`src/rtl/tbfh_pkg.sv`:
```
// Shared types and constants for the triple-buffer frame handoff block.
package tbfh_pkg;

    localparam int DEFAULT_BUFFER_COUNT = 3;
    localparam int ACTION_W             = 3;
    localparam int STATUS_W             = 3;
    localparam int IDX_W                = 3;
    localparam int DATA_W               = 64;

    // Requests from the writer and the reader.
    typedef enum logic [ACTION_W-1:0] {
        ACT_BEGIN_WRITE  = 3'd0,
        ACT_END_WRITE    = 3'd1,
        ACT_CANCEL_WRITE = 3'd2,
        ACT_GET_FRAME    = 3'd3,
        ACT_RELEASE      = 3'd4
    } t_action;

    // Result codes reported with every transaction.
    typedef enum logic [STATUS_W-1:0] {
        STS_OK           = 3'd0,
        STS_WRITE_BUSY   = 3'd1,
        STS_NO_WRITE     = 3'd2,
        STS_NO_BUFFER    = 3'd3,
        STS_HOLDING      = 3'd4,
        STS_NO_NEW_FRAME = 3'd5,
        STS_NOT_READY    = 3'd6
    } t_status;

    // Ownership state of one frame buffer.
    typedef enum logic [1:0] {
        SLOT_FREE    = 2'd0,
        SLOT_WRITING = 2'd1,
        SLOT_READY   = 2'd2,
        SLOT_READING = 2'd3
    } t_slot_state;

    // Controller states.
    typedef enum logic [1:0] {
        FSM_IDLE,
        FSM_EXEC,
        FSM_REPORT
    } t_fsm;

    // Commands from the controller to the datapath.
    typedef struct packed {
        logic cap_in;
        logic exec;
        logic load_out;
    } t_dp_cmd;

endpackage

```
`src/rtl/tbfh_ctrl.sv`:
```
// Controller state machine that sequences each request through the datapath.
module tbfh_ctrl
    import tbfh_pkg::*;
(
    input  logic    i_clk,
    input  logic    i_rst_n,
    input  logic    i_in_valid,
    output logic    o_in_ready,
    input  logic    i_out_ready,
    output logic    o_out_valid,
    output t_dp_cmd o_cmd
);

    t_fsm r_state;
    t_fsm n_state;
    logic r_out_valid;
    logic n_out_valid;

    // Next state.
    always_comb begin
        n_state = r_state;
        case (r_state)
            FSM_IDLE: begin
                if (i_in_valid) n_state = FSM_EXEC;
            end
            FSM_EXEC: begin
                n_state = FSM_REPORT;
            end
            FSM_REPORT: begin
                if (!r_out_valid || i_out_ready) n_state = FSM_IDLE;
            end
            default: begin
                n_state = FSM_IDLE;
            end
        endcase
    end

    // Outputs and datapath commands.
    always_comb begin
        o_in_ready      = 1'b0;
        o_cmd.cap_in    = 1'b0;
        o_cmd.exec      = 1'b0;
        o_cmd.load_out  = 1'b0;
        case (r_state)
            FSM_IDLE: begin
                o_in_ready   = 1'b1;
                o_cmd.cap_in = i_in_valid;
            end
            FSM_EXEC: begin
                o_cmd.exec = 1'b1;
            end
            FSM_REPORT: begin
                o_cmd.load_out = !r_out_valid || i_out_ready;
            end
            default: begin
                o_in_ready = 1'b0;
            end
        endcase
    end

    // The result register stays valid until its transaction completes.
    always_comb begin
        n_out_valid = r_out_valid;
        if (o_cmd.load_out) begin
            n_out_valid = 1'b1;
        end else if (i_out_ready) begin
            n_out_valid = 1'b0;
        end
    end

    assign o_out_valid = r_out_valid;

    always_ff @(posedge i_clk) begin
        if (!i_rst_n) begin
            r_state     <= FSM_IDLE;
            r_out_valid <= 1'b0;
        end else begin
            r_state     <= n_state;
            r_out_valid <= n_out_valid;
        end
    end

endmodule

```
`config.mk`:
```
export PLATFORM = sky130hd
export DESIGN_NAME = tbfh_ctrl
export DESIGN_NICKNAME = d
export VERILOG_FILES = /design/src/rtl/tbfh_pkg.sv /design/src/rtl/tbfh_ctrl.sv
export SDC_FILE = /design/constraint.sdc
export NUM_CORES = 1
export LEC_CHECK = 0
export BUFFER_PORTS_ARGS = -buffer_cell sky130_fd_sc_hd__clkbuf_2
export CORE_AREA = 8 8 45 47
export DETAILED_ROUTE_END_ITERATION = 8
export DIE_AREA = 0 0 53 55
export PLACE_DENSITY = 0.3
export SLEW_MARGIN = 20
export SYNTH_ARGS = -nofsm -noshare
export SYNTH_HDL_FRONTEND = slang
export SYNTH_SLANG_ARGS = --single-unit
```
`constraint.sdc`:
```
create_clock -name i_clk -period 2.03 [get_ports i_clk]
set_clock_uncertainty 0.15 [all_clocks]
set_input_delay 0.203 -clock i_clk [delete_from_list [all_inputs] [get_ports i_clk]]
set_output_delay 0.203 -clock i_clk [all_outputs]
set_load 0.02 [all_outputs]
```
# --- Yosys cells after proc, flatten, opt, wreduce, memory -nomap -nowiden ---
# Cells that the tools add are included.
word_totals:
  regBits: 3
  latch_bits: 0
  ramBits: 0
  mem_bits_ro: 0
  inputBits: 4
  memories: 0
op_classes:
  n_addsub: 0
  n_mul: 0
  n_div: 0
  magnitude_cmp: 0
  n_eq_ne: 4
  n_shift: 0
  n_mux: 9
  bitwise: 0
  reduce_logical: 5
ops:
  columns: ["operator", "count"]
  rows:
  - ["1-bit 2-to-1 mux", 6]
  - ["2-bit one-hot mux with 3 select lines", 1]
  - ["2-bit 2-to-1 mux", 2]
  - ["2-bit != test (second input constant)", 2]
  - ["2-bit by 1-bit equality test with 1-bit output (second input constant)", 1]
  - ["2-bit equality test (second input constant)", 1]
  - ["2-bit logical NOT", 1]
  - ["2-bit AND reduction", 1]
  - ["2-bit nonzero test", 1]
  - ["1-bit logical NOT", 1]
  - ["1-bit logical OR", 1]

# --- Logic depth before layout (Yosys ltp) ---
# Gate-level depths: netlist (run 1).
depth:
  depth_word: 4
  depth_mapped: 3
  depth_no_buf: 2

# --- Least setup slack after synthesis (run 1) ---
# OpenSTA, ideal clock, no wires.
synth_timing:
  path_type: "reg-to-output"
  from: "register r_out_valid (netlist: o_out_valid)"
  to: "output port o_cmd[0] (netlist name)"
  t_arrival_ns: 0.784
  required_ns: 1.677
  slack_ns: 0.893
  path_stages_with_launch: 4
  path_buffers: 1
  cell_sequence: "dfxtp_1 -> nand2b_1 -> nor2b_1 -> buf_4"
synth_rtl:
  columns: ["element", "line_no", "source"]
  rows:
  - ["from (decl)", "tbfh_ctrl.sv:16", "logic r_out_valid;"]
  - ["from (signal assigned)", "tbfh_ctrl.sv:79", "r_out_valid <= n_out_valid;"]
  - ["to (decl)", "tbfh_ctrl.sv:11", "output t_dp_cmd o_cmd"]

==> run metrics, run 1 <==
Tcrit/Tclk final=between 60% and 70%; crit path launch type=flop; MaxCap Viol Count=0; Synth Area in Compound Gates=between 10% and 20%; proportion of synthesized area in mux cells=0%; RD Place Congestion=between 0.6 and 0.7; Power Total=a little under 200 µW; Hold Buf Count CTS=0; cts bufs inserted=3; area of the die=slightly below 3000 µm²; Final Setup Violations=0; Seq cells post-synth=3; R2R Path Start=r_state[1]$_SDFFE_PN0P_; Residual DRC=0; Max Slew Vio Count=0; Core ar.=approximately 1400 µm²; layout overhead on the synthesized area=53.8%; global-route wire length before repair=~580 µm; Layout fillers=165; main combinational cell family by area after synthesis=simple AND/OR/NAND/NOR gates; RSZ-0062 raised after global routing=no; unique cell type count in the Yosys netlist=11; via count=137; Final Hold Vio Count=0; Worst Setup Path Type=flop to primary output; Mapped Avg Cell Area=between 10 and 15 µm²; First DRT Iteration DRCs=0; starting density of the core=between 10% and 20%; width of the die=about 53 µm; I/O pins=9; Global Route Usage Sum=between 3 and 4%; main flop type after synthesis=dfxtp_1; Max clock buf depth=2; most common cell in the netlist=dfxtp_1; DR vias/cell=between 3 and 4; Worst EP arrival=slightly above 1 ns; PortBufs=8; Post-synth EDFFs=0; Hold Startpoint=i_rst_n; Post-synth ARST share=0%; final net count=30; synth top area cells=dfxtp_1, and4bb_1, nand2b_1; Die H=roughly 55 µm; Final ANT Viol Nets=0; Post-Synth XOR/XNOR Area=0%; min-delay worst type=primary input to flop; syn nets=18; synth cell count leaders=dfxtp_1, nand2b_1; DR WL/cell=around 9.5 µm; CP Capture Type=primary output; Synth area leader=dfxtp_1; synthesized instance count=14; outcome=finished, final reports clean; post-CTS setup buffer count=0; Ant. Diodes=0; antenna violations before repair=0; Yosys top cell area share=41.0%; clock power share=53.0%; share of layout cells above drive strength 1=between 50% and 60%; row cnt=14; clk slew on worst S/H paths=0.04 ns; H-tree levels=1; Max FO, Critical Path=5; number of iterations in the first detailed-routing pass=1; Synth Area in Adders=0%; internal power=between 100 and 150 µW; Total Wirelength=approximately 390 µm; GRT overflow=0; yosys warns=0; pin count of the biggest net entering global routing=6; Net Sw Frac=24.3%; Worst Setup SP=r_state[0]$_SDFFE_PN0P_; Slew headroom=88.6%; vias in the first global route=141; Peak Freq=734 MHz; clk root buf=clkbuf_4; simple-gate area share of the yosys netlist=a little over two fifths; sequential power share=around a third; Syn Std Cell Area=146 µm²; P_leak=between 0.0001 and 0.00015 µW; final setup TNS=0 ns; cell area power density=between 800 and 900 nW/µm²; CTS tree=done; CTS sink count=3; min cycle time layout=roughly 1.4 ns; worst vdd ir=0.000139 V; post-synthesis sequential area ratio=between 40% and 50%; post-layout util=16.3%; Resize count post-CTS=0; P_sw=approximately 48 µW; measured slew at the worst slew-check pin=0.171 ns; worst path required time=between 1.5 and 2 ns; Comb pwr share=between 10 and 15%; Clock Latency Late Sink=approximately 0.23 ns
[state kept, by name, indices dropped and copies added (netlist names)]
signal	flops
o_out_valid	1
r_state	2
[path summary, 6_finish.rpt]
check                                                 to  slack (ns)  cells after the start
worst max-delay path                            o_cmd[0]        0.67                      3
worst min-delay path             r_state[1]$_SDFFE_PN0P_        0.08                      2
worst max register to register   r_state[1]$_SDFFE_PN0P_        0.99                      2
worst min register to register  o_out_valid$_SDFFE_PN0P_        0.36                      2
[cells by family (layout without fill, tap and decap cells)]
group | Yosys count | in the layout
simple gates | 8 | 8
flops | 3 | 3
compound gates | 2 | 2
buf+inv | 1 | 12
[power by group through the flow]
stage	sequential [µW]	clock, µW	combinational [µW]
final	65.0	104	26.9
after global routing	65.5	114	28.4
after CTS	65.1	110	27.6
after detailed placement	66.0	0	27.5
after global placement	66.1	0	27.3
after floorplan	66.2	0	17.3
[worst max-delay path, stage by stage, from the launching register on]
cell	delay, ns
dfxtp_1	0.33
nand2b_1	0.16
nor2b_1	0.11
clkbuf_2	0.17
[stage by stage]
step	std cells	hold slack [ns]	setup WS (ns)	instance area, µm²
floorplan	14	0.170	0.893	146
global placement	37	0.298	0.909	199
detailed placement	37	0.313	0.902	199
CTS	41	0.0696	0.646	225
global route	41	0.0638	0.590	225
finish	41	0.0762	0.667	225
[layer usage]
metal	track usage (%)	part of all wire, %
met4	7.76	4.9
met1	1.67	27
met5	0	0
met3	1.87	4.4
met2	4.88	63
[cell type report]
cell class / count / area [µm²] / area share (%)
Multi-Input combinational cell: 10 / 78.8 / 35.0
Clock buffer: 4 / 26.3 / 11.7
Tap cell: 16 / 20.0 / 8.89
Sequential cell: 3 / 60.1 / 26.7
Timing Repair Buffer: 8 / 40.0 / 17.8
[cells in the final DEF (no fill, tap or decap)]
| cell | n |
|---|---|
| nor2b_1 | 1 |
| clkbuf_4 | 3 |
| nand2b_1 | 2 |
| clkbuf_2 | 8 |
| o21a_1 | 1 |
| and2_1 | 1 |
| a21boi_0 | 1 |
| nor3b_2 | 1 |
| and2b_4 | 1 |
| and4bb_1 | 1 |
| nor2_1 | 1 |
| clkbuf_1 | 1 |
| dfxtp_1 | 3 |
(Power assumes the default switching activity.)
==> run 2, diff against run 1 <==
- clock period: 2.03 -> 1.15 ns (I/O delays scaled with it)
==> run metrics, run 2 (same netlist as run 1, synthesis figures left out) <==
outcome=complete, but fails checks; failing checks=negative setup slack; Slew headroom=88.9%; min cycle time layout=about 1.2 ns; internal power=roughly 280 µW; final net count=32; Comb pwr share=roughly a fifth; Final Hold Vio Count=0; internal reg-to-reg setup slack=about 0.08 ns; Final Setup Violations=4; global-route wire length before repair=between 500 and 600 µm; Max Slew Vio Count=0; Clock Latency Late Sink=between 0.2 and 0.25 ns; crit-path cells=and2b_4, buf_8; MaxCap Viol Count=0; starting density of the core=10.6%; area of the multi-input gates=93.8 µm²; Max FO, Critical Path=5; max reg flops=2; post-layout util=around a fifth; share of layout cells above drive strength 1=between 60% and 70%; Most flops, register=r_state; via count=around 150; clock power share=between 40% and 50%; vias in the first global route=around 160; DR vias/cell=approximately 3.4; clk slew on worst S/H paths=approximately 0.040 ns; P_sw=85.4 µW; Tcrit/Tclk final=106%; DR WL/cell=9.35 µm; Max clock buf depth=2; PortBufs=8; Worst R2R Path Depth=3; CP Capture Type=primary output; r2r endpoint=r_state[1]$_SDFFE_PN0P_; First DRT Iteration DRCs=0; Power Total=365 µW; Global Route Usage Sum=between 3 and 4%; RSZ-0062 raised after global routing=yes; R2R Path Start=r_state[0]$_SDFFE_PN0P_; width of the die=around 53 µm; P_leak=about 0.00013 µW; worst vdd ir=approximately 0.00030 V; final setup TNS=-0.196 ns; number of iterations in the first detailed-routing pass=1; most frequent cells in the layout=clkbuf_2, clkbuf_4, buf_4; clk root buf=clkbuf_4; H-tree levels=1; worst path required time=roughly 0.9 ns; Crit-path slowest cell=dfxtp_4; post-route setup slack=-0.0688 ns; row cnt=14; crit path launch type=flop; Net Sw Frac=23.4%; min-delay worst type=primary input to flop; measured slew at the worst slew-check pin=0.166 ns; CTS sink count=3; Peak Freq=just over 800 MHz; RD Place Congestion=0.670; CTS tree=done; pin count of the biggest net entering global routing=6; cts bufs inserted=3; Worst Setup SP=r_state[1]$_SDFFE_PN0P_; Die H=55 µm; sequential power share=between 30% and 40%; Worst Setup Path Type=flop to primary output; Final ANT Viol Nets=0; GRT overflow=0; Worst EP arrival=roughly 0.95 ns; Residual DRC=0; Core ar.=around 1400 µm²; CP Capture Point=o_cmd[1]; register area=between 60 and 70 µm²; antenna violations before repair=0; I/O pins=9; commonest non-fill, non-tap cell in the layout=clkbuf_2; layout overhead on the synthesized area=94.0%; Total Wirelength=402 µm; Layout fillers=between 150 and 200; Ant. Diodes=0; Critical Path Max Stage Delay=between 0.3 and 0.4 ns; cell area power density=roughly 1300 nW/µm²; area of the die=between 2000 and 3000 µm²
==> run 2: final cells by class <==
| type | count | share of cell area, % |
|---|---|---|
| multi-input combinational | 10 | 33.0 |
| timing repair buffer | 10 | 27.8 |
| sequential | 3 | 22.9 |
| clock buffer | 4 | 9.25 |
| tap | 16 | 7.05 |
==> run 2: worst min-delay path by stage <==
stage | slack, ns | cells after the start | start | to
6_report | 0.05 | 3 | i_out_ready | o_out_valid$_SDFFE_PN0P_
5_1_grt | 0.06 | 3 | i_out_ready | o_out_valid$_SDFFE_PN0P_
4_1_cts | 0.05 | 3 | i_out_ready | o_out_valid$_SDFFE_PN0P_
3_5_place_dp | 0.22 | 2 | i_rst_n | r_state[0]$_SDFFE_PN0P_
3_3_place_gp | 0.21 | 2 | i_rst_n | r_state[1]$_SDFFE_PN0P_
2_1_floorplan | 0.08 | 1 | i_rst_n | r_state[1]$_SDFFE_PN0P_
==> run 2: per-layer routing <==
layer | GRT usage, % | share of wire (%) | vias to the layer above
li1 | - | - | 72
met1 | 1.06 | 21 | 68
met2 | 5.47 | 68 | 3
met3 | 1.87 | 5.2 | 2
met4 | 9.05 | 5.5 | 0
met5 | 0 | 0 | -
==> run 2: power groups by stage <==
stage / Sequential, µW / Combinational [µW] / Clock (µW)
after global routing: 116 / 74.5 / 193
after detailed placement: 116 / 48.3 / 0
final: 115 / 70.6 / 179
after global placement: 116 / 48.7 / 0
after floorplan: 117 / 30.6 / 0
after CTS: 114 / 64.0 / 189
==> run 2: critical path: cells and delay by family, from the launching register on <==
kind | cells | cell delay, ns
flip-flops | 1 | 0.36
AND/OR/NAND/NOR | 1 | 0.26
buffers and inverters | 1 | 0.11
==> run 2: through the flow <==
stage / worst slack [ns] / std cells / instance area (µm²) / hold WS (ns)
3_3_place_gp: 0.111 / 37 / 199 / 0.215
6_report: -0.0688 / 43 / 284 / 0.0508
2_1_floorplan: 0.0759 / 14 / 146 / 0.0825
3_5_place_dp: 0.0930 / 37 / 199 / 0.217
5_1_grt: -0.110 / 43 / 284 / 0.0595
4_1_cts: -0.107 / 43 / 272 / 0.0491
==> run 2: what timing repair did <==
item / 4_1_cts / 5_1_grt
buffers inserted: 1 / 0
setup endpoints to repair: 3 / 4
endpoints found under the hold margin: 2 / 0
pin swaps: 1 / 0
gates resized for setup: 9 / 7
hold buffers: 1 / 0
