$ cat src/rtl/tbfh_pkg.sv
// Shared types and constants for the triple-buffer frame handoff block.
package tbfh_pkg;

    localparam int DEFAULT_BUFFER_COUNT = 3;
    localparam int ACTION_W             = 3;
    localparam int STATUS_W             = 3;
    localparam int IDX_W                = 3;
    localparam int DATA_W               = 64;

    // Requests from the writer and the reader.
    typedef enum logic [ACTION_W-1:0] {
        ACT_BEGIN_WRITE  = 3'd0,
        ACT_END_WRITE    = 3'd1,
        ACT_CANCEL_WRITE = 3'd2,
        ACT_GET_FRAME    = 3'd3,
        ACT_RELEASE      = 3'd4
    } t_action;

    // Result codes reported with every transaction.
    typedef enum logic [STATUS_W-1:0] {
        STS_OK           = 3'd0,
        STS_WRITE_BUSY   = 3'd1,
        STS_NO_WRITE     = 3'd2,
        STS_NO_BUFFER    = 3'd3,
        STS_HOLDING      = 3'd4,
        STS_NO_NEW_FRAME = 3'd5,
        STS_NOT_READY    = 3'd6
    } t_status;

    // Ownership state of one frame buffer.
    typedef enum logic [1:0] {
        SLOT_FREE    = 2'd0,
        SLOT_WRITING = 2'd1,
        SLOT_READY   = 2'd2,
        SLOT_READING = 2'd3
    } t_slot_state;

    // Controller states.
    typedef enum logic [1:0] {
        FSM_IDLE,
        FSM_EXEC,
        FSM_REPORT
    } t_fsm;

    // Commands from the controller to the datapath.
    typedef struct packed {
        logic cap_in;
        logic exec;
        logic load_out;
    } t_dp_cmd;

endpackage

$ cat src/rtl/tbfh_dpath.sv
// Datapath holding buffer ownership, counters, frame stamps and the result register.
module tbfh_dpath
    import tbfh_pkg::*;
#(
    parameter int BUFFER_COUNT = DEFAULT_BUFFER_COUNT
) (
    input  logic                i_clk,
    input  logic                i_rst_n,
    input  t_dp_cmd             i_cmd,
    input  logic [ACTION_W-1:0] i_action,
    input  logic [DATA_W-1:0]   i_timestamp,
    output logic [STATUS_W-1:0] o_status,
    output logic [IDX_W-1:0]    o_slot_index,
    output logic [DATA_W-1:0]   o_frame_time,
    output logic [DATA_W-1:0]   o_frame_number,
    output logic                o_new_frame_pending,
    output logic [DATA_W-1:0]   o_dropped_count
);

    localparam int SW = $clog2(BUFFER_COUNT);

    // Captured request.
    t_action           r_action;
    logic [DATA_W-1:0] r_timestamp;

    // Buffer ownership and handoff state.
    t_slot_state       r_slot [BUFFER_COUNT];
    t_slot_state       n_slot [BUFFER_COUNT];
    logic [SW-1:0]     r_latest, n_latest;
    logic [DATA_W-1:0] r_wcnt, n_wcnt;
    logic [DATA_W-1:0] r_rcnt, n_rcnt;
    logic              r_wr_act, n_wr_act;
    logic [SW-1:0]     r_wr_slot, n_wr_slot;
    logic              r_rd_act, n_rd_act;
    logic [SW-1:0]     r_rd_slot, n_rd_slot;
    logic [DATA_W-1:0] r_rd_num, n_rd_num;

    // Per-buffer frame stamps, written at the writer's buffer, read at the latest.
    logic [DATA_W-1:0] r_time [BUFFER_COUNT];
    logic [DATA_W-1:0] r_num  [BUFFER_COUNT];

    // Staged step result.
    t_status           r_res_status, n_res_status;
    logic [SW-1:0]     r_res_idx, n_res_idx;
    logic [DATA_W-1:0] r_res_time, n_res_time;
    logic [DATA_W-1:0] r_res_num, n_res_num;

    // Result register.
    t_status           r_out_status;
    logic [IDX_W-1:0]  r_out_idx;
    logic [DATA_W-1:0] r_out_time;
    logic [DATA_W-1:0] r_out_num;
    logic              r_out_pend;
    logic [DATA_W-1:0] r_out_drop;

    logic              pick_found;
    logic [SW-1:0]     pick_slot;
    logic              stamp_we;
    logic [DATA_W-1:0] wcnt_inc;
    logic              pending;

    assign wcnt_inc = r_wcnt + DATA_W'(1);
    assign pending  = r_wcnt > r_rcnt;

    // Priority pick for begin write: free non-latest, then free latest, then ready.
    always_comb begin
        pick_found = 1'b0;
        pick_slot  = '0;
        for (int i = 0; i < BUFFER_COUNT; i++) begin
            if (!pick_found && SW'(i) != r_latest && r_slot[i] == SLOT_FREE) begin
                pick_found = 1'b1;
                pick_slot  = SW'(i);
            end
        end
        if (!pick_found && r_slot[r_latest] == SLOT_FREE) begin
            pick_found = 1'b1;
            pick_slot  = r_latest;
        end
        for (int i = 0; i < BUFFER_COUNT; i++) begin
            if (!pick_found && r_slot[i] == SLOT_READY) begin
                pick_found = 1'b1;
                pick_slot  = SW'(i);
            end
        end
    end

    // One request step.
    always_comb begin
        n_slot       = r_slot;
        n_latest     = r_latest;
        n_wcnt       = r_wcnt;
        n_rcnt       = r_rcnt;
        n_wr_act     = r_wr_act;
        n_wr_slot    = r_wr_slot;
        n_rd_act     = r_rd_act;
        n_rd_slot    = r_rd_slot;
        n_rd_num     = r_rd_num;
        n_res_status = STS_OK;
        n_res_idx    = '0;
        n_res_time   = '0;
        n_res_num    = '0;
        stamp_we     = 1'b0;
        case (r_action)
            ACT_BEGIN_WRITE: begin
                if (r_wr_act) begin
                    n_res_status = STS_WRITE_BUSY;
                end else if (!pick_found) begin
                    n_res_status = STS_NO_BUFFER;
                end else begin
                    n_slot[pick_slot] = SLOT_WRITING;
                    n_wr_act          = 1'b1;
                    n_wr_slot         = pick_slot;
                    n_res_idx         = pick_slot;
                end
            end
            ACT_END_WRITE: begin
                if (!r_wr_act) begin
                    n_res_status = STS_NO_WRITE;
                end else begin
                    n_wr_act          = 1'b0;
                    n_wcnt            = wcnt_inc;
                    stamp_we          = 1'b1;
                    n_slot[r_wr_slot] = SLOT_READY;
                    n_latest          = r_wr_slot;
                    n_res_idx         = r_wr_slot;
                end
            end
            ACT_CANCEL_WRITE: begin
                if (!r_wr_act) begin
                    n_res_status = STS_NO_WRITE;
                end else begin
                    n_wr_act          = 1'b0;
                    n_slot[r_wr_slot] = SLOT_FREE;
                    n_res_idx         = r_wr_slot;
                end
            end
            ACT_GET_FRAME: begin
                if (r_rd_act) begin
                    n_res_status = STS_HOLDING;
                end else if (!pending) begin
                    n_res_status = STS_NO_NEW_FRAME;
                end else if (r_slot[r_latest] != SLOT_READY) begin
                    n_res_status = STS_NOT_READY;
                end else begin
                    n_slot[r_latest] = SLOT_READING;
                    n_rd_act         = 1'b1;
                    n_rd_slot        = r_latest;
                    n_rd_num         = r_num[r_latest];
                    n_res_idx        = r_latest;
                    n_res_time       = r_time[r_latest];
                    n_res_num        = r_num[r_latest];
                end
            end
            ACT_RELEASE: begin
                // Releasing with no frame held reports ok and changes nothing.
                if (r_rd_act) begin
                    n_rd_act          = 1'b0;
                    n_rcnt            = r_rd_num;
                    n_slot[r_rd_slot] = SLOT_FREE;
                    n_res_idx         = r_rd_slot;
                end
            end
            default: begin
                n_res_status = STS_OK;
            end
        endcase
    end

    // Request capture.
    always_ff @(posedge i_clk) begin
        if (i_cmd.cap_in) begin
            r_action    <= t_action'(i_action);
            r_timestamp <= i_timestamp;
        end
    end

    // Control state update.
    always_ff @(posedge i_clk) begin
        if (!i_rst_n) begin
            for (int i = 0; i < BUFFER_COUNT; i++) begin
                r_slot[i] <= SLOT_FREE;
            end
            r_latest  <= '0;
            r_wcnt    <= '0;
            r_rcnt    <= '0;
            r_wr_act  <= 1'b0;
            r_wr_slot <= '0;
            r_rd_act  <= 1'b0;
            r_rd_slot <= '0;
        end else if (i_cmd.exec) begin
            r_slot    <= n_slot;
            r_latest  <= n_latest;
            r_wcnt    <= n_wcnt;
            r_rcnt    <= n_rcnt;
            r_wr_act  <= n_wr_act;
            r_wr_slot <= n_wr_slot;
            r_rd_act  <= n_rd_act;
            r_rd_slot <= n_rd_slot;
        end
    end

    // Payload of the step: held frame number and staged result.
    always_ff @(posedge i_clk) begin
        if (i_cmd.exec) begin
            r_rd_num     <= n_rd_num;
            r_res_status <= n_res_status;
            r_res_idx    <= n_res_idx;
            r_res_time   <= n_res_time;
            r_res_num    <= n_res_num;
        end
    end

    // Frame stamps are written when a frame is published.
    always_ff @(posedge i_clk) begin
        if (i_cmd.exec && stamp_we) begin
            r_time[r_wr_slot] <= r_timestamp;
            r_num[r_wr_slot]  <= wcnt_inc;
        end
    end

    // Result register, with the pending flag and drop count from the updated counters.
    always_ff @(posedge i_clk) begin
        if (i_cmd.load_out) begin
            r_out_status <= r_res_status;
            r_out_idx    <= IDX_W'(r_res_idx);
            r_out_time   <= r_res_time;
            r_out_num    <= r_res_num;
            r_out_pend   <= pending;
            r_out_drop   <= pending ? (r_wcnt - r_rcnt - DATA_W'(1)) : '0;
        end
    end

    assign o_status            = r_out_status;
    assign o_slot_index        = r_out_idx;
    assign o_frame_time        = r_out_time;
    assign o_frame_number      = r_out_num;
    assign o_new_frame_pending = r_out_pend;
    assign o_dropped_count     = r_out_drop;

endmodule

$ cat config.mk
export PLATFORM = sky130hd
export DESIGN_NAME = tbfh_dpath
export DESIGN_NICKNAME = d
export VERILOG_FILES = /design/src/rtl/tbfh_pkg.sv /design/src/rtl/tbfh_dpath.sv
export SDC_FILE = /design/constraint.sdc
export NUM_CORES = 1
export LEC_CHECK = 0
export BUFFER_PORTS_ARGS = -buffer_cell sky130_fd_sc_hd__buf_2
export CAP_MARGIN = 5
export CORE_ASPECT_RATIO = 1.75
export CORE_MARGIN = 2
export CORE_UTILIZATION = 40
export CTS_CLUSTER_DIAMETER = 50
export CTS_CLUSTER_SIZE = 24
export DETAILED_ROUTE_END_ITERATION = 8
export GPL_ROUTABILITY_DRIVEN = 0
export RECOVER_POWER = 100
export SYNTH_ARGS = -nofsm -noshare
export SYNTH_HDL_FRONTEND = slang
export SYNTH_SLANG_ARGS = --single-unit
$ cat constraint.sdc
create_clock -name i_clk -period 13.1 [get_ports i_clk]
set_input_delay 1.31 -clock i_clk [delete_from_list [all_inputs] [get_ports i_clk]]
set_output_delay 1.31 -clock i_clk [all_outputs]
set_load 0.01 [all_outputs]
== Yosys cells after proc, flatten, opt, wreduce, memory -nomap -nowiden ==
Memories as Yosys holds them, arrays and structs flattened. A register that Yosys moved wholly into a read port is not among the register bits.
Index checks and enable logic that the tools add are counted.

* Divide/modulo/power cells: 0
* Equality and inequality tests: 18
* Magnitude comparators: 9
* Mux-type cells: 61
* $mul: 0
* Bitwise gates (word level): 20
* Reductions and logical operators: 38
* Add/subtract/negate cells: 3
* Shift-type cells: 0

{| class="wikitable"
|+ Operator list
! cell !! number
|-
| $add 64x1->64 const B || 1
|-
| $gt 64x64->1 || 1
|-
| $sub 64x1->64 const B || 1
|-
| $sub 64x64->64 || 1
|-
| $mux 6 || 8
|-
| $mux 2 || 23
|-
| $pmux 6 s5 || 1
|-
| $ne 2x2->1 const B || 9
|-
| $mux 1 || 17
|-
| $demux 2 s2 || 4
|-
| $logic_and 1x1->1 || 14
|-
| $and 6x6->6 || 2
|-
| $ge 3x3->1 const B || 4
|-
| $lt 3x1->1 const B || 4
|-
| $not 2->3 || 4
|-
| $not 6->6 || 2
|-
| $reduce_and 10->1 || 1
|-
| $mux 3 || 3
|-
| $pmux 3 s3 || 1
|-
| $logic_not 2->1 || 4
|-
| $pmux 2 s4 || 1
|-
| $and 3x3->3 || 2
|-
| $eq 2x2->1 const B || 3
|-
| $eq 3x2->1 const B || 2
|-
| 20 further kinds || 36
|}

* Word-level logic and storage cells: 173
* Bits of input ports: 72
* Flip-flop bits (word level): 540
* Memories: 2
* RAM bits: 384
* Latch bits: 0
* Memory bits (read-only): 0
* Output and inout bits: 199

{| class="wikitable"
|+ Memories
! memory !! depth !! bits a word !! rd ports !! clocked after Yosys merged registers in !! write ports !! line !! text
|-
| r_num || 3 || 64 || 1 || 1 || 1 || tbfh_dpath.sv:40 || <nowiki>logic [DATA_W-1:0] r_num [BUFFER_COUNT];</nowiki>
|-
| r_time || 3 || 64 || 1 || 1 || 1 || tbfh_dpath.sv:39 || <nowiki>logic [DATA_W-1:0] r_time [BUFFER_COUNT];</nowiki>
|}

== Logic depth before layout (Yosys ltp) ==
Gate-level depths: netlist of the first run.

* Depth after elaboration: 33
* Mapped depth: 15
* Depth with buffers taken out: 13

== Worst setup path before layout of the first run ==
Ideal clock, no wire load.

* Kind: input to register
* Start: input port i_cmd[1] (netlist name)
* End: memory r_num[0][0], enable pin
* Stages: 6
* Required time: 12.327 ns
* Buffers on the path: 4
* Path slack: 1.340 ns
* Data arrival time: 10.987 ns
* Cell sequence: clkbuf_1 > nand3_1 > clkbuf_1 > clkbuf_1 > clkbuf_1 > nor3_1

* Cells in the longest elaborated chain, start to end: 3

{| class="wikitable"
|+ RTL lines
! element !! line !! text
|-
| start, declared || tbfh_dpath.sv:9 || <nowiki>input t_dp_cmd i_cmd,</nowiki>
|-
| $logic_and 1x1->1 || tbfh_dpath.sv:215 || <nowiki>if (i_cmd.exec && stamp_we) begin</nowiki>
|-
| $mux 1 || tbfh_dpath.sv:215 ||
|-
| $mux 1 (not written as such) || tbfh_dpath.sv:217 || <nowiki>r_num[r_wr_slot] <= wcnt_inc;</nowiki>
|-
| end, declared || tbfh_dpath.sv:40 ||
|}

Every way passes these cells.

== Worst setup path in the final report of the first run ==
* Start: input port i_cmd[1] (netlist name)
* End: memory r_num[1][38], enable pin

Same word-level chain as after synthesis.

==> impl_results.md, run 1 <==
- Leak: 0.0160 µW
- Primary FF master, synth: edfxtp_1
- Max-cap viol count: 25
- Crit Path Max Fanout: 48
- Vias: 24,204
- Area leader, netlist: edfxtp_1
- Fin Clk Skew: 0.0337 ns
- Remaining antenna violation count: 0
- Die Ht: 426 µm
- Unrepaired setup endpoints after global routing: false
- Initial antenna violation count: 2
- Status: finished, violations left
- Setup violations, final: 0
- Core area: a little over 100,000 µm²
- Yosys cell types: 83
- Max Fclk: approximately 120 MHz
- Failing checks: max-capacitance violations, max-slew violations
- Final Util: 45.2%
- Crit end category: flop
- Commonest cells post-synth: 846 x edfxtp_1, 321 x nand2_1, 263 x nor2_1, 156 x a21oi_1
- WP data arrival: slightly below 9 ns
- Clock sink count: a little under 1,000
- Fraction of registers with async set/reset: 0%
- Io pins: approximately 270
- Die ar.: 105,000 µm²
- Num CTS Buffers: 71
- GRT Total Usage: 18.0%
- Combinational Power Share: about 1.9%
- HP Class: reg -> reg
- Max-slew violation count: approximately 1,200
- Post-CTS sizing: 0
- TNS Setup: 0 ns
- Largest net degree at the start of global routing: 95
- Syn_nets: about 3,200
- Sw Share: a little under a quarter
- Tot Pwr: between 6000 and 7000 µW
- Clk pin slew, worst setup/hold paths: roughly 0.08 ns
- Clk Tree Root Cell: clkbuf_16
- Flop pwr share: approximately 58%
- Largest regs: r_num (192), r_time (192)
- Total DRC errors in the routed layout: 0
- Standard-cell rows: around 150
- Initial Util: roughly two fifths
- DR pass1 iterations: 7
- CTS tree: built
- DR vias/cell: ~5.2
- Switching pwr: 1360 µW
- Kind of critical path: in -> reg
- Maximum vdd ir drop: around 130 µV
- Synth Instances: 3,090
- CTS Buffer Depth: 3
- Required @ worst endpoint: around 13 ns
- DRT iter0 DRCs: about 1,400
- Min cycle time layout: 8.49 ns
- Share of layout cells above drive strength 1: between 6 and 7%
- Pint: roughly 4700 µW
- Slew headroom: -248%
- Final WL: about 95,000 µm
- CP startpoint kind: input port
- Vias in the first global route: around 24,000
- Avg Inst Size Synth: 13.2 µm²
- Synthesized flop and latch total: 990
- Post-synthesis sequential area ratio: a little over two thirds
- Clock latency on the worst-skew pair: between 0.6 and 0.7 ns
- Wire length per cell: between 20 and 25 µm
- Synthesized area: about 41,000 µm²
- Power per standard cell area: ~130 nW/µm²
- Synth area leaders: edfxtp_1 62%, dfxtp_1 7.1%, mux2i_1 3.3%, nand2_1 3.0%, xnor2_1 2.5%
- Area Overhead vs Synth: 11.8%
- Yosys top cell area share: between 60 and 70%
- Hold Fails Final Rpt: 0
- Most common cell in the netlist: edfxtp_1
- Final period utilization: between 60% and 70%
- Htree depth: 3
- Worst slew pin tran: around 5.2 ns
- Post-detail-place hpwl: 62,800 µm
- Ys Warns: 0
- Setup bufs post-CTS: 0
- GRT Residual Overflow: 0
- IO buf count: 269
- Die span in x: about 250 µm
- Fin nets: 3,449
- EDFF count, synth: 846
- Cts-stage hold buffer count: 0
- Clock Power Share: between 40 and 50%
- First-pass GRT wire length: 143,000 µm
[per-stage QoR]
| stage | setup WS [ns] | hold WS (ns) | cell area [µm²] | instances |
|---|---|---|---|---|
| after floorplan | 1.34 | 0.400 | 40800 | 3090 |
| after global placement | 7.97 | 0.403 | 43500 | 4563 |
| after detailed placement | 7.79 | 0.405 | 43500 | 4563 |
| after CTS | 7.80 | 0.423 | 46100 | 4692 |
| after global routing | 3.96 | 0.425 | 45500 | 4693 |
| final | 4.61 | 0.421 | 45500 | 4694 |
[worst paths after layout]
kind                                    start                  to  slack (ns)  cells after the start
worst min register to register  r_res_num[19]  o_frame_number[19]        0.42                      0
worst min-delay path            r_res_num[19]  o_frame_number[19]        0.42                      0
worst max register to register     r_wcnt[11]        r_rd_num[20]        5.40                     10
worst max-delay path                 i_cmd[1]        r_num[1][38]        4.61                      4
[cells in the final DEF, fill, tap and decap left out, drive strengths merged, types with 4 or more instances in the layout]
cell / n
clkinv: 15
or4: 4
inv: 117
edfxtp: 846
and2: 62
a211o: 4
nand2b: 11
nor4: 8
nand2: 322
xor2: 55
and3: 89
o21a: 10
and4: 7
xnor2: 117
nor2: 266
a211oi: 10
nor3: 38
a21o: 33
clkbuf: 315
dfxtp: 144
a21oi: 157
ha: 66
or3: 16
nor2b: 20
a31oi: 8
o31ai: 7
o211ai: 10
nor3b: 6
nand3: 63
o21bai: 12
mux2i: 135
a21boi: 86
o21ai: 146
nand4: 41
o41ai: 4
buf: 71
[layout make-up]
| cell class | instances | area, µm² |
|---|---|---|
| clock buffer | 86 | 1950 |
| multi-input combinational | 1855 | 11400 |
| inverter | 92 | 345 |
| sequential | 990 | 28300 |
| clock inverter | 43 | 639 |
| fill | 9160 | 55200 |
| timing repair buffer | 300 | 1230 |
| tap | 1326 | 1660 |
| antenna | 2 | 5.00 |
[routing by layer]
layer / part of all wire [%] / GRT usage [%] / vias up
met2: 52 / 33.0 / 561
met5: 0.0074 / 0 / -
met1: 40 / 21.1 / 11860
met4: 3.1 / 6.90 / 2
li1: - / - / 11633
met3: 4.5 / 2.49 / 148
[cells by family after synthesis]
| logic type | count (synthesis) | synth area share [%] |
|---|---|---|
| and+or+nand+nor | 962 | 11.4 |
| other | 1 | 0.00920 |
| buffers and inverters | 245 | 2.34 |
| muxes | 136 | 3.34 |
| AOI/OAI and AO/OA | 517 | 7.78 |
| adders and majority gates | 67 | 2.08 |
| DFF | 990 | 69.4 |
| xor gates and xnor gates | 172 | 3.70 |
[power by group through the flow]
| stage | clock [µW] | sequential [µW] | combinational [µW] |
|---|---|---|---|
| global route | 2610 | 3510 | 125 |
| detailed placement | 0 | 3570 | 126 |
| CTS | 2510 | 3500 | 126 |
| finish | 2430 | 3510 | 113 |
| global placement | 0 | 3570 | 125 |
| floorplan | 0 | 3570 | 32.3 |
[critical path, stage by stage]
cell	delay [ns]
clkbuf_1	1.97
nand3_1	0.28
nor2_1	2.33
clkbuf_1	2.65
Note: power is estimated with default switching activity, not from simulation.
==> run 2, diff against run 1 <==
==> constraint.sdc (replaced) <==
create_clock -name i_clk -period 8.1 [get_ports i_clk]
set_input_delay 0.81 -clock i_clk [delete_from_list [all_inputs] [get_ports i_clk]]
set_output_delay 0.81 -clock i_clk [all_outputs]
set_load 0.01 [all_outputs]
==> run 2 against run 1 <==
Net effect:
- the run still ends with max-capacitance violations, max-slew violations left
- highest routed layer is now met4
- combinational power increased by 65%
- worst setup slack got worse by 2.9 ns
- power increased by 61%
- clock skew decreased by 0.0032 ns
==> impl_results.md, run 2 (same netlist as run 1, synthesis figures left out) <==
- Maximum vdd ir drop: 244 µV (was 128 µV)
- Max Fclk: between 150 and 200 MHz
- GRT Residual Overflow: 0 (unchanged)
- Setup bufs post-CTS: 0 (unchanged)
- DRT iter0 DRCs: 1,417 (was 1,429)
- Initial Util: 40.4% (unchanged)
- Vias in the first global route: 24,610 (was 24,067)
- Clock latency on the worst-skew pair: 0.68 ns (about the same)
- Top Layer Used: met4 (was met5)
- Initial antenna violation count: 1 (was 2)
- Min cycle time layout: between 6 and 7 ns
- Post-Route M1 WL: 38,000 µm (was 37,900 µm)
- FILL cells: 9,161 (was 9,160)
- Final WL: 96,000 µm (was 94,900 µm)
- Post-detail-place hpwl: 63,300 µm (was 62,800 µm)
- Fin nets: 3,448 (was 3,449)
- DR pass1 iterations: 7 (unchanged)
- Most frequent cells in the layout: 846 x edfxtp_1, 322 x nand2_1, 263 x nor2_1 (was 846 x edfxtp_1, 322 x nand2_1, 265 x nor2_1)
- Max-slew violation count: 571 (was 1,196)
- TNS Setup: 0 ns (unchanged)
- Status: finished, violations left (unchanged)
- Min-delay src: i_timestamp[3] (was r_res_num[19])
- WL met3: 4040 µm (was 4260 µm)
- Clk pin slew, worst setup/hold paths: 0.10 ns (was 0.08 ns)
- Largest net degree at the start of global routing: 85 (was 95)
- Worst reg-to-reg path cell count: 15 (was 10)
- Share of layout cells above drive strength 1: 6.63% (was 6.18%)
- Hold Fails Final Rpt: 0 (unchanged)
- Io pins: 271 (unchanged)
- Area of the multi-input gates: 11,400 µm² (about the same)
- Register area: 28,300 µm² (about the same)
- Required @ worst endpoint: 8.40 ns (was 13.29 ns)
- FF-to-FF Start: r_rcnt[26] (was r_wcnt[11])
- Setup violations, final: 0 (unchanged)
- Most common cell after layout, fill and taps aside: edfxtp_1 (unchanged)
- Total DRC errors in the routed layout: 0 (unchanged)
- Post-CTS sizing: 0 (unchanged)
- Cts-stage hold buffer count: 0 (unchanged)
- HP Class: in -> reg (was reg -> reg)
- CTS tree: built (unchanged)
- Final instance area: 45,500 µm² (about the same)
- Num CTS Buffers: 70 (was 71)
- Crit end category: flop (unchanged)
- Area Overhead vs Synth: 11.7% (was 11.8%)
- Clk Tree Root Cell: clkbuf_16 (unchanged)
- Power per standard cell area: 214 nW/µm² (was 133 nW/µm²)
- IO buf count: 269 (unchanged)
- Die Ht: 426 µm (unchanged)
- GRT Total Usage: 18.3% (was 18.0%)
- Final period utilization: between 70% and 80%
- DR vias/cell: 5.18 (was 5.16)
- Worst slew pin tran: 5.78 ns (was 5.22 ns)
- Crit Path Max Fanout: 50 (was 48)
- CP startpoint kind: input port (unchanged)
- Clock sink count: 990 (unchanged)
- Htree depth: 3 (unchanged)
- Unrepaired setup endpoints after global routing: false (unchanged)
- First-pass GRT wire length: 145,000 µm (was 143,000 µm)
- Wire length per cell: 20.5 µm (was 20.2 µm)
- Remaining antenna violation count: 0 (unchanged)
- Standard-cell rows: 154 (unchanged)
- WP data arrival: 6.66 ns (was 8.67 ns)
- CTS Buffer Depth: 3 (unchanged)
- Core area: 101,000 µm² (unchanged)
- Largest regs: r_num (192), r_time (192) (unchanged)
- Die ar.: 105,000 µm² (unchanged)
- Slew headroom: -285% (was -248%)
- Metal2 WL: 50,800 µm (was 49,700 µm)
- Max-cap viol count: 13 (was 25)
- Vias: 24,277 (was 24,204)
- Failing checks: max-capacitance violations, max-slew violations (unchanged)
- Kind of critical path: in -> reg (unchanged)
- Worst Setup SP: i_cmd[1] (unchanged)
- Placed cell area: 43,500 µm² (about the same)
- Die span in x: 245 µm (unchanged)
- Fin Clk Skew: 0.0306 ns (was 0.0337 ns)
- Hold Path Depth: 1 (was 0)
- Leak: 0.0160 µW (about the same)
==> run 2: path summary, 6_finish.rpt <==
check | slack (ns) | end
max | 1.73 | r_time[2][57]
max reg2reg | 1.98 | r_res_time[57]
min | 0.30 | r_timestamp[3]
min reg2reg | 0.40 | o_frame_number[56]
==> run 2: metrics by stage <==
stage | setup WS, ns | cells | total power (µW) | hold slack (ns) | util [%]
global placement | 2.82 | 4563 | 5980 | 0.401 | 43.2
finish | 1.73 | 4690 | 9730 | 0.301 | 45.2
floorplan | 0.283 | 3090 | 5830 | 0.400 | -
global route | 1.20 | 4690 | 10000 | 0.272 | 45.2
detailed placement | 2.73 | 4563 | 5980 | 0.405 | 43.2
CTS | 2.75 | 4689 | 9870 | 0.245 | 45.6
==> run 2: layer usage <==
metal	GRT usage, %	vias up
li1	-	11624
met1	20.9	11971
met2	34.0	550
met3	2.47	132
met4	7.59	0
met5	0	-
==> run 2: area by class of cell <==
class / instances / area share (%)
flip-flops and latches: 990 / 62.2
multi-input cells: 1855 / 25.1
clock buffers: 78 / 4.08
well taps: 1326 / 3.64
repair buffers: 300 / 2.83
clock inverters: 48 / 1.43
inverters: 92 / 0.759
diodes: 1 / 0.00550
==> run 2: critical path, cell delays in order <==
cell and delay, ns:
clkbuf_1 2.15, nand2_1 0.36, nor3_1 2.31, buf_4 0.86
==> run 2: power breakdown <==
part           switching (µW)  leakage (µW)  internal, µW
logic                     135       0.00544          51.3
registers                51.3       0.00932          5610
clock network            2010       0.00120          1870
